==> config.mk <==
export PLATFORM = sky130hd
export DESIGN_NAME = bounded_deque_bag
export DESIGN_NICKNAME = d
export VERILOG_FILES = /design/src/rtl/bdq_pkg.sv /design/src/rtl/bounded_deque_bag.sv /design/src/rtl/bdq_cell.sv
export SDC_FILE = /design/constraint.sdc
export NUM_CORES = 1
export LEC_CHECK = 0
export BUFFER_PORTS_ARGS = -buffer_cell sky130_fd_sc_hd__clkbuf_2
export CAP_MARGIN = 0
export CORE_MARGIN = 4
export CORE_UTILIZATION = 35
export CTS_CLUSTER_SIZE = 20
export DETAILED_ROUTE_END_ITERATION = 8
export GPL_ROUTABILITY_DRIVEN = 0
export PLACE_DENSITY = 0.51
export SLEW_MARGIN = 5
export SYNTH_ARGS = -nofsm -noshare
export SYNTH_HDL_FRONTEND = slang
export SYNTH_HIERARCHICAL = 1
export SYNTH_SLANG_ARGS = --single-unit
==> constraint.sdc <==
create_clock -name clk -period 3.9 [get_ports clk]
set_clock_uncertainty 0.05 [all_clocks]
set_input_delay 0.195 -clock clk [delete_from_list [all_inputs] [get_ports clk]]
set_output_delay 0.195 -clock clk [all_outputs]
set_load 0.01 [all_outputs]
==> src/rtl/bdq_pkg.sv <==
// Shared types and constants for the bounded deque bag.
// Used by bdq_cell and bounded_deque_bag; depends on nothing else.

package bdq_pkg;

  // Field widths fixed by the interface.
  localparam int unsigned DATA_W   = 32;
  localparam int unsigned OPCODE_W = 3;
  localparam int unsigned STATUS_W = 2;
  localparam int unsigned COUNT_W  = 5;

  // Default number of cells.
  localparam int unsigned DEPTH_DEF = 16;

  typedef logic signed [DATA_W-1:0] data_t;
  typedef logic [OPCODE_W-1:0]      opcode_t;
  typedef logic [STATUS_W-1:0]      status_t;

  // Operation codes.
  localparam opcode_t OP_PUSH_FRONT = 3'd0;
  localparam opcode_t OP_PUSH_BACK  = 3'd1;
  localparam opcode_t OP_POP_FRONT  = 3'd2;
  localparam opcode_t OP_POP_BACK   = 3'd3;
  localparam opcode_t OP_CONTAINS   = 3'd4;
  localparam opcode_t OP_REMOVE     = 3'd5;

  // Result status codes.
  localparam status_t STATUS_OK    = 2'd0;
  localparam status_t STATUS_EMPTY = 2'd1;
  localparam status_t STATUS_FULL  = 2'd2;

  // Controller states.
  typedef enum logic {
    ST_IDLE,
    ST_SCAN
  } state_t;

  // Command broadcast to every cell of the chain.
  typedef struct packed {
    logic  shift_back;   // every cell takes its front-side neighbor
    logic  shift_front;  // every cell takes its back-side neighbor
    data_t load_value;   // value for a loaded cell or for cell 0 on shift_back
  } cell_ctrl_t;

endpackage

==> src/rtl/bounded_deque_bag.sv <==
// Top level of the bounded deque bag: controller plus a chain of bdq_cell.
// Depends on bdq_pkg and bdq_cell.

// A deque of up to DEPTH signed 32-bit values, front in cell 0, that also
// answers membership queries and removes the first match. Every transfer on
// the input gives exactly one result transfer. Push front, push back, pop
// front, pop back of a single value, any error and any lookup on an empty
// deque finish without a rotation, so such commands can follow each other
// every cycle while out_stall stays low. Contains and remove walk the whole
// contents past the single comparator at cell 0 by rotating the chain; pop
// back of more than one value rotates the remaining values to find the new
// back value. While a rotation runs, or while a result waits with out_stall
// high, in_stall is high.

module bounded_deque_bag #(
  parameter int unsigned DEPTH = bdq_pkg::DEPTH_DEF
) (
  input  logic                   clk,
  input  logic                   rst_n,
  // Command channel.
  input  logic                   in_valid,
  output logic                   in_stall,
  input  bdq_pkg::opcode_t       in_opcode,
  input  bdq_pkg::data_t         in_operand_value,
  // Result channel.
  output logic                   out_valid,
  input  logic                   out_stall,
  output bdq_pkg::status_t       out_status,
  output logic                   out_found,
  output bdq_pkg::data_t         out_front_value,
  output bdq_pkg::data_t         out_back_value,
  output logic [bdq_pkg::COUNT_W-1:0] out_entry_count,
  output logic                   out_is_empty
);

  localparam int unsigned CNT_W = $clog2(DEPTH + 1);
  localparam int unsigned IDX_W = $clog2(DEPTH);

  // Control and payload registers.
  bdq_pkg::state_t   state_r, state_nxt;
  logic [CNT_W-1:0]  count_r, count_nxt;
  logic [CNT_W-1:0]  scan_left_r, scan_left_nxt;
  logic              drop_r, drop_nxt;
  logic              seek_r, seek_nxt;
  bdq_pkg::data_t    key_r, key_nxt;
  bdq_pkg::data_t    back_r, back_nxt;
  logic              out_valid_r, out_valid_nxt;
  bdq_pkg::status_t  status_r, status_nxt;
  logic              found_r, found_nxt;

  // Chain command.
  bdq_pkg::cell_ctrl_t ctrl;
  logic                load_do;
  logic [IDX_W-1:0]    load_idx;
  logic [DEPTH-1:0]    load_en;
  bdq_pkg::data_t      cell_q [DEPTH];

  logic in_xfer;
  logic is_empty;
  logic is_full;
  logic head_hit;

  assign in_stall = (state_r != bdq_pkg::ST_IDLE) || (out_valid_r && out_stall);
  assign in_xfer  = in_valid && !in_stall;
  assign is_empty = (count_r == '0);
  assign is_full  = (count_r == CNT_W'(DEPTH));
  // Only a contains or remove rotation looks for a match.
  assign head_hit = seek_r && (cell_q[0] == key_r) && !found_r;

  // Next state, chain command and result flags.
  always_comb begin
    state_nxt        = state_r;
    count_nxt        = count_r;
    scan_left_nxt    = scan_left_r;
    drop_nxt         = drop_r;
    seek_nxt         = seek_r;
    key_nxt          = key_r;
    back_nxt         = back_r;
    out_valid_nxt    = out_valid_r && out_stall;
    status_nxt       = status_r;
    found_nxt        = found_r;
    ctrl.shift_back  = 1'b0;
    ctrl.shift_front = 1'b0;
    ctrl.load_value  = in_operand_value;
    load_do          = 1'b0;
    load_idx         = count_r[IDX_W-1:0];

    case (state_r)
      bdq_pkg::ST_IDLE: begin
        if (in_xfer) begin
          out_valid_nxt = 1'b1;
          status_nxt    = bdq_pkg::STATUS_OK;
          found_nxt     = 1'b0;
          key_nxt       = in_operand_value;
          case (in_opcode)
            bdq_pkg::OP_PUSH_FRONT: begin
              if (is_full) begin
                status_nxt = bdq_pkg::STATUS_FULL;
              end else begin
                ctrl.shift_back = 1'b1;
                count_nxt       = count_r + CNT_W'(1);
                if (is_empty) begin
                  back_nxt = in_operand_value;
                end
              end
            end
            bdq_pkg::OP_PUSH_BACK: begin
              if (is_full) begin
                status_nxt = bdq_pkg::STATUS_FULL;
              end else begin
                load_do   = 1'b1;
                count_nxt = count_r + CNT_W'(1);
                back_nxt  = in_operand_value;
              end
            end
            bdq_pkg::OP_POP_FRONT: begin
              if (is_empty) begin
                status_nxt = bdq_pkg::STATUS_EMPTY;
              end else begin
                ctrl.shift_front = 1'b1;
                count_nxt        = count_r - CNT_W'(1);
              end
            end
            bdq_pkg::OP_POP_BACK: begin
              if (is_empty) begin
                status_nxt = bdq_pkg::STATUS_EMPTY;
              end else begin
                count_nxt = count_r - CNT_W'(1);
                // Rotate the remaining values once to learn the new back.
                if (count_r > CNT_W'(1)) begin
                  state_nxt     = bdq_pkg::ST_SCAN;
                  scan_left_nxt = count_r - CNT_W'(1);
                  drop_nxt      = 1'b0;
                  seek_nxt      = 1'b0;
                  out_valid_nxt = 1'b0;
                end
              end
            end
            bdq_pkg::OP_CONTAINS: begin
              if (!is_empty) begin
                state_nxt     = bdq_pkg::ST_SCAN;
                scan_left_nxt = count_r;
                drop_nxt      = 1'b0;
                seek_nxt      = 1'b1;
                out_valid_nxt = 1'b0;
              end
            end
            bdq_pkg::OP_REMOVE: begin
              if (!is_empty) begin
                state_nxt     = bdq_pkg::ST_SCAN;
                scan_left_nxt = count_r;
                drop_nxt      = 1'b1;
                seek_nxt      = 1'b1;
                out_valid_nxt = 1'b0;
              end
            end
            default: begin
            end
          endcase
        end
      end
      bdq_pkg::ST_SCAN: begin
        // The front value leaves cell 0 and is compared; it is either dropped
        // or put back behind the last stored value.
        ctrl.shift_front = 1'b1;
        ctrl.load_value  = cell_q[0];
        if (drop_r && head_hit) begin
          count_nxt = count_r - CNT_W'(1);
          found_nxt = 1'b1;
        end else begin
          load_do  = 1'b1;
          load_idx = IDX_W'(count_r - CNT_W'(1));
          back_nxt = cell_q[0];
          if (head_hit) begin
            found_nxt = 1'b1;
          end
        end
        scan_left_nxt = scan_left_r - CNT_W'(1);
        if (scan_left_r == CNT_W'(1)) begin
          state_nxt     = bdq_pkg::ST_IDLE;
          out_valid_nxt = 1'b1;
        end
      end
      default: begin
        state_nxt = bdq_pkg::ST_IDLE;
      end
    endcase
  end

  // Load enable decode, one compare per cell.
  always_comb begin
    for (int i = 0; i < int'(DEPTH); i++) begin
      load_en[i] = load_do && (load_idx == IDX_W'(i));
    end
  end

  // Control registers.
  always_ff @(posedge clk) begin
    if (!rst_n) begin
      state_r     <= bdq_pkg::ST_IDLE;
      count_r     <= '0;
      out_valid_r <= 1'b0;
    end else begin
      state_r     <= state_nxt;
      count_r     <= count_nxt;
      out_valid_r <= out_valid_nxt;
    end
  end

  // Payload registers.
  always_ff @(posedge clk) begin
    scan_left_r <= scan_left_nxt;
    drop_r      <= drop_nxt;
    seek_r      <= seek_nxt;
    key_r       <= key_nxt;
    back_r      <= back_nxt;
    status_r    <= status_nxt;
    found_r     <= found_nxt;
  end

  // The chain of cells, cell 0 at the front.
  for (genvar g = 0; g < int'(DEPTH); g++) begin : g_cell
    bdq_pkg::data_t left_in;
    bdq_pkg::data_t right_in;

    if (g == 0) begin : g_first
      assign left_in = ctrl.load_value;
    end else begin : g_mid_left
      assign left_in = cell_q[g-1];
    end

    if (g == int'(DEPTH) - 1) begin : g_last
      assign right_in = cell_q[g];
    end else begin : g_mid_right
      assign right_in = cell_q[g+1];
    end

    bdq_cell u_cell (
      .clk      (clk),
      .ctrl     (ctrl),
      .load_en  (load_en[g]),
      .left_in  (left_in),
      .right_in (right_in),
      .q        (cell_q[g])
    );
  end

  // Result ports; the contents stay put while a result waits.
  assign out_valid       = out_valid_r;
  assign out_status      = status_r;
  assign out_found       = found_r;
  assign out_front_value = is_empty ? '0 : cell_q[0];
  assign out_back_value  = is_empty ? '0 : back_r;
  assign out_entry_count = bdq_pkg::COUNT_W'(count_r);
  assign out_is_empty    = is_empty;

  // The count never passes the capacity.
  a_count_bound: assert property (@(posedge clk) disable iff (!rst_n)
    count_r <= CNT_W'(DEPTH))
    else $error("entry count above capacity");

  // No command is taken and no result is shown while a rotation runs.
  a_scan_quiet: assert property (@(posedge clk) disable iff (!rst_n)
    (state_r == bdq_pkg::ST_SCAN) |-> (in_stall && !out_valid_r))
    else $error("activity on a channel during a rotation");

  // A full error is reported only when the deque is full.
  a_full_status: assert property (@(posedge clk) disable iff (!rst_n)
    (out_valid_r && (status_r == bdq_pkg::STATUS_FULL)) |-> is_full)
    else $error("full status with room left");

  // A match is only reported with an ok status.
  a_found_ok: assert property (@(posedge clk) disable iff (!rst_n)
    (out_valid_r && found_r) |-> (status_r == bdq_pkg::STATUS_OK))
    else $error("match reported with an error status");

  // A rotation keeps the count or drops exactly one value.
  a_scan_count: assert property (@(posedge clk) disable iff (!rst_n)
    (state_r == bdq_pkg::ST_SCAN) |=>
      (count_r == $past(count_r) || count_r == $past(count_r) - CNT_W'(1)))
    else $error("count moved by more than one during a rotation");

endmodule

==> src/rtl/bdq_cell.sv <==
// One storage cell of the deque chain.
// Depends on bdq_pkg for the data and command types.

module bdq_cell (
  input  logic                clk,
  input  bdq_pkg::cell_ctrl_t ctrl,
  input  logic                load_en,
  input  bdq_pkg::data_t      left_in,
  input  bdq_pkg::data_t      right_in,
  output bdq_pkg::data_t      q
);

  bdq_pkg::data_t val_r;
  bdq_pkg::data_t val_nxt;

  // A shift toward the back wins, then a direct load, then a shift toward the front.
  always_comb begin
    if (ctrl.shift_back) begin
      val_nxt = left_in;
    end else if (load_en) begin
      val_nxt = ctrl.load_value;
    end else if (ctrl.shift_front) begin
      val_nxt = right_in;
    end else begin
      val_nxt = val_r;
    end
  end

  // Payload register, no reset needed.
  always_ff @(posedge clk) begin
    val_r <= val_nxt;
  end

  assign q = val_r;

endmodule

==> impl_metrics.toml, run 1 <==
[global_routing]
grtUsageTotal_pct = 15.43
grt_pass1_wl_um = 117400
grt_pass1_vias = 20110
overflow = 0
grt_max_degree = 162
antenna_found_initial = 0

[critical_path]
crit-reg2reg-launch = "g_cell[0].u_cell/q[1]"
r2r-end = "g_cell[10].u_cell/q[6]"
worstRegToRegCells = 11
cp_max_fo = 32
rrSetupSlack_ps = 230
cp.required_ps = 4180
crit_arrival_ps = 3950
critPathMaxStageDelay_ps = 530
cpMaxStageDelayCell = "xnor2_1"
path_cells = "xnor2_1 > nand4_1 > nor4_4 > buf_4 > and4_2 > a2111oi_4 > buf_4 > nor3_2 > buf_4 > mux2i_1 > o21ai_1"
critPathLaunchType = "flip-flop"
cp-end-kind = "flip-flop"
cp_common_cell = "buf_4"
critical_path_class = "reg2reg"

[synthesis]
synthTopCellsByCount = "edfxtp_1, nand2_1, mux2i_1"
synth_top_area_share_pct = 56.11
synth_edf_count = 586
post-synth-top-count-cell = "edfxtp_1"
synth_ff_type = "edfxtp_1"
syn_area_um2 = 31360
syn-instance-count = 2636
synth_fp_nets = 2681
netlist_top_cells_area = "edfxtp_1, mux2i_1, o21ai_1"
ys_warn_count = 6
async_flop_share_pct = 0
ys_seq_area_share_pct = 56.55
syn_avg_cell_area_um2 = 11.90
yosys.area.top_type = "edfxtp_1"
yosys.cell_types.count = 53
ys_seq_elements = 593

[routing]
firstDrtPassIters = 5
postRouteAntennaNets = 0
wirelength_um = 74810
wl_per_cell_um = 18.93
drt_iter0_drc = 1665
avgViaCountPerCell = 5.076
drc = 0
via_count = 20060

[final_layout]
antenna_cells = 0
regArea_um2 = 17740
syn_to_final_growth_pct = 12.27
final_nets = 2789
fillCellCount = 8512
fin_util_pct = 39.72
multi_input_area_um2 = 11980
layout-drive-gt1-share_pct = 12.38

[floorplan]
num_io_pins = 114
core_um2 = 88650
dieArea_um2 = 94460
start_util_pct = 35.38
die_h_um = 307.4
die_w_um = 307.4
rows = 109

[clock_tree]
root_buffer = "clkbuf_16"
htree_num_levels = 3
cts_buffers = 66
path_clk_slew_ps = 60
cts.sinks = 593
clk_path_buf_depth = 3
clk_latency_ps = 590
cts_tree = "built"

[sta]
hold_ws_ps = 52.44
drv_slew = 0
period_needed_ps = 3667
rsz0062_at_grt = "no"
slew-limit-headroom_pct = 16.85
setup_viol = 0
final.setup.tns_ps = 0
finalHoldViolCount = 0
fmax_mhz = 272.7
min_period_over_period_pct = 94.02
worstMarginPinSlew_ps = 1244

[min_path]
hp-class = "in2reg"
holdPathStages = 3
min-delay-start = "in_opcode[0]"
min_to = "drop_r"

[placement]
place_hpwl_um = 51220
port_buffers = 113

[pwr]
combPwrFrac_pct = 10.3
p_int_mw = 11.42
pwr_density_cell_nw_per_um2 = 428.5
clkPwrFrac_pct = 38.6
leakagePower_nw = 10.28
max-vdd-ir-drop_mv = 0.2451
p_seq_share_pct = 51.1
p_sw_mw = 3.669
switching_share_pct = 24.31

[status]
outcome = "finished, final reports clean"

[flow_run]
maxCapViolCount = 0
## power by group through the flow
stage          combinational, mW  clock (mW)  sequential, mW
4_1_cts                     1.58        6.03            7.71
5_1_grt                     1.71        6.28            7.74
2_1_floorplan              0.976           0            7.77
3_3_place_gp                1.50           0            7.82
3_5_place_dp                1.54           0            7.84
6_report                    1.56        5.83            7.71
## layer usage
| metal | part of all wire [%] | vias up | global-route usage (%) | wire length (um) |
|---|---|---|---|---|
| li1 | - | 9822 | - | - |
| met1 | 49 | 9687 | 21.83 | 36360 |
| met2 | 45 | 457 | 24.81 | 33760 |
| met3 | 4.2 | 91 | 2.015 | 3121 |
| met4 | 2.1 | 0 | 4.698 | 1575 |
| met5 | 0 | - | 0 | 0 |
## area by class of cell
class	instances	share of cell area [%]
Tap cell	1165	4.140
Timing Repair Buffer	236	5.746
Multi-Input combinational cell	1836	34.03
Clock buffer	89	5.238
Sequential cell	593	50.38
Inverter	11	0.1173
Clock inverter	21	0.3518
## cells in the final DEF (no fill, tap or decap), types with 3 or more instances in the layout
cell and n:
clkinv_2 8, buf_12 35, dfxtp_1 6, inv_1 10
nor3_1 3, clkbuf_1 18, edfxtp_1 586, ha_1 6
nand2_1 526, clkbuf_2 113, o21ai_0 36, a21oi_4 8
mux2i_1 516, nor2b_1 66, a21oi_1 10, mux2_2 32
nand2b_1 3, xor2_1 5, nor3_2 10, and2_1 3
nor2_1 20, clkinv_1 11, clkbuf_16 71, nand3_1 6
dlygate4sd3_1 37, buf_4 50, nand4_1 14, o21ai_1 480
xnor2_1 36, or3_1 16
## sequential cells by signal, summed over array words and instances, names as in the netlist
register	count
state_r	1
g_cell.u_cell/q	512
scan_left_r	5
out_entry_count	5
seek_r	1
out_status	2
out_valid	1
drop_r	1
out_found	1
back_r	32
key_r	32
## repair_timing
| item | 4_1_cts | 5_1_grt |
|---|---|---|
| hold buffers | 37 | 0 |
| buffers inserted | 0 | 0 |
| hold endpoints to repair | 40 | 0 |
| endpoints found under the setup margin | 0 | 2 |
| resized for setup | 0 | 1 |
## per-stage QoR
step	cell area [um2]	cells	total power, mW	setup slack, ps
final	35210	3951	15.09	233.4
after global routing	35210	3951	15.74	84.47
after CTS	35210	3951	15.31	104.3
after detailed placement	32870	3804	9.381	135.6
after global placement	32870	3804	9.320	215.0
after floorplan	31360	2636	8.746	177.5
## worst max-delay path by stage
stage,start,endpoint,slack (ps)
floorplan,out_entry_count[0],back_r[0],180
global placement,g_cell[0].u_cell/q[1],g_cell[11].u_cell/q[16],210
detailed placement,g_cell[0].u_cell/q[1],g_cell[11].u_cell/q[16],140
CTS,g_cell[0].u_cell/q[1],g_cell[11].u_cell/q[30],100
global route,g_cell[0].u_cell/q[1],g_cell[9].u_cell/q[18],80
finish,g_cell[0].u_cell/q[1],g_cell[10].u_cell/q[6],230
## logic make-up (layout without fill, tap and decap cells)
group                    Yosys count  after routing  share of synthesized area [%]
AND/OR/NAND/NOR                  685            685                          9.451
XOR/XNOR                          41             41                          1.145
AO/OA/AOI/OAI                    556            556                          9.259
flip-flops                       593            593                          56.55
adder cells (fa/ha/maj)            6              6                         0.2394
multiplexers                     548            548                          17.62
buffers and inverters            207            357                          5.737
## critical path: cells and delay by family (launching register included)
family,cells,cell delay (ps)
DFF,1,490
muxes,1,280
buffers and inverters,3,920
and+or+nand+nor,4,970
AOI/OAI and AO/OA,2,130
xor gates and xnor gates,1,530
No activity file was read; power rests on OpenSTA's default activity.
==> run 2, diff against run 1 <==
- CAP_MARGIN: 0 -> 20
- PLACE_DENSITY: 0.51 -> 0.49
- clock period: 3.9 -> 4.3 ns (I/O delays scaled with it)
==> run 2 against run 1 <==
Count of clock-buffer cells in the layout increased by 4. Combinational power fell by 8%. Power decreased by 6.5%. Non-clock buffer count decreased by 16. Die area is the same. Core utilization shrank 0.14 points. Critical endpoint is now g_cell[10].u_cell/q[8]. Fmax down 8.5%. Cell count about the same. Sequential power down 8.9%. Final area decreased by 0.36%. First-iteration DRC count rose by 6.0%. Routed wire length grew 21%.
==> impl_metrics.toml, run 2 (synthesis results as in run 1) <==
[routing]
dr.max_layer_used = "met4"
met3_length_um = 3493
met1_length_um = 39170
avgViaCountPerCell = 5.343
wl_per_cell_um = 22.92
drt_iter0_drc = 1765
dr_wl_met2_um = 45340
wirelength_um = 90630
via_count = 21130
drc = 0
firstDrtPassIters = 5
postRouteAntennaNets = 0

[floorplan]
rows = 109
core_um2 = 88650
die_h_um = 307.4
dieArea_um2 = 94460
num_io_pins = 114
die_w_um = 307.4
start_util_pct = 35.38

[clock_tree]
cts_tree = "built"
cts.sinks = 593
root_buffer = "clkbuf_16"
cts_resized = 0
clk_latency_ps = 620
cts_buffers = 70
path_clk_slew_ps = 60
cts_setup_buffers = 0
htree_num_levels = 3
clk_path_buf_depth = 3

[final_layout]
layout-drive-gt1-share_pct = 12.14
final_cell_mix = "edfxtp_1, nand2_1, mux2i_1"
final_common_cell = "edfxtp_1"
fin_util_pct = 39.58
final_nets = 2777
syn_to_final_growth_pct = 11.86
finalNonFillerCells = 3954
largest_register_ffs = 512

[pwr]
clkPwrFrac_pct = 40.0
p_sw_mw = 3.614
combPwrFrac_pct = 10.2
p_seq_share_pct = 49.8
switching_share_pct = 25.63
p_int_mw = 10.49
leakagePower_nw = 10.24
pwr_density_cell_nw_per_um2 = 402.0
p_total_mw = 14.10
max-vdd-ir-drop_mv = 0.2362

[global_routing]
grt_max_degree = 181
overflow = 0
grt_pass1_wl_um = 138900
antenna_found_initial = 1
grt_pass1_vias = 22630
grtUsageTotal_pct = 18.85

[critical_path]
path_buf_inv = 1
crit-reg2reg-launch = "g_cell[0].u_cell/q[1]"
r2r-end = "g_cell[10].u_cell/q[8]"
crit_family = "simple AND/OR/NAND/NOR gates"
cp.required_ps = 4570
critPathMaxStageDelay_ps = 660
cp-end-kind = "flip-flop"
cpMaxStageDelayCell = "nor4_4"
rrSetupSlack_ps = 290
worstRegToRegCells = 9
critical_path_class = "reg2reg"
cp_max_fo = 20
crit_arrival_ps = 4280
path_cells = "xnor2_1 > nand4_1 > nor4_4 > and4_2 > a2111oi_4 > nor3_2 > buf_4 > mux2i_1 > o21ai_1"
critPathLaunchType = "flip-flop"

[min_path]
min-delay-start = "in_operand_value[8]"
min_to = "key_r[8]"
hp-class = "in2reg"
holdPathStages = 2

[sta]
finalHoldViolCount = 0
slew-limit-headroom_pct = 46.64
drv_slew = 0
final.setup.tns_ps = 0
hold_ws_ps = 284.8
min_period_over_period_pct = 93.21
period_needed_ps = 4008
worstMarginPinSlew_ps = 800.4
fmax_mhz = 249.5
rsz0062_at_grt = "no"
setup_viol = 0

[flow_run]
maxCapViolCount = 0

[placement]
port_buffers = 113
dp_cells = 3786
place_hpwl_um = 59170

[status]
outcome = "finished, final reports clean"
-- run 2: layout make-up --
type | instances | area [um2]
multi-input cells | 1836 | 11980
flip-flops and latches | 593 | 17740
clock inverters | 32 | 267.8
well taps | 1165 | 1458
inverters | 11 | 41.29
fillers | 8584 | 53560
clock buffers | 93 | 1878
diodes | 4 | 10.01
repair buffers | 220 | 1717
-- run 2: what timing repair did --
action | 4_1_cts | 5_1_grt
endpoints found under the hold margin | 41 | 0
hold buffers | 39 | 0
setup endpoints to repair | 0 | 0
-- run 2: worst max-delay path by stage --
stage | slack (ps) | depth (start not counted) | to | from
floorplan | 580 | 7 | back_r[0] | out_entry_count[0]
global placement | 380 | 9 | g_cell[10].u_cell/q[2] | g_cell[0].u_cell/q[1]
detailed placement | 300 | 9 | g_cell[10].u_cell/q[8] | g_cell[0].u_cell/q[1]
CTS | 250 | 9 | g_cell[5].u_cell/q[3] | g_cell[0].u_cell/q[1]
global route | 50 | 9 | g_cell[10].u_cell/q[17] | g_cell[0].u_cell/q[1]
finish | 290 | 9 | g_cell[10].u_cell/q[8] | g_cell[0].u_cell/q[1]
-- run 2: metal layers --
metal / GRT usage [%] / up-vias
met1: 23.97 / 10700
li1: - / 9828
met2: 33.55 / 488
met3: 2.153 / 111
met5: 0 / -
met4: 6.246 / 0
-- run 2: worst register-to-register path, delay by kind of cell (launching register included) --
kind | cells | cell delay [ps]
AND/OR/NAND/NOR | 4 | 1900
flip-flops | 1 | 530
buffers and inverters | 1 | 480
XOR/XNOR | 1 | 330
multiplexers | 1 | 270
AO/OA/AOI/OAI | 2 | 170
-- run 2: power by group through the flow --
stage / clock network [mW] / registers [mW] / logic, mW
floorplan: 0 / 7.05 / 0.885
global placement: 0 / 7.14 / 1.40
detailed placement: 0 / 7.14 / 1.42
CTS: 5.82 / 7.02 / 1.46
global route: 6.07 / 7.05 / 1.57
finish: 5.65 / 7.02 / 1.43
-- run 2: stage by stage --
| step | area [um2] | worst slack (ps) |
|---|---|---|
| after floorplan | 31360 | 577.5 |
| after global placement | 32540 | 378.8 |
| after detailed placement | 32540 | 295.1 |
| after CTS | 35070 | 254.5 |
| after global routing | 35070 | 46.53 |
| final | 35080 | 292.1 |
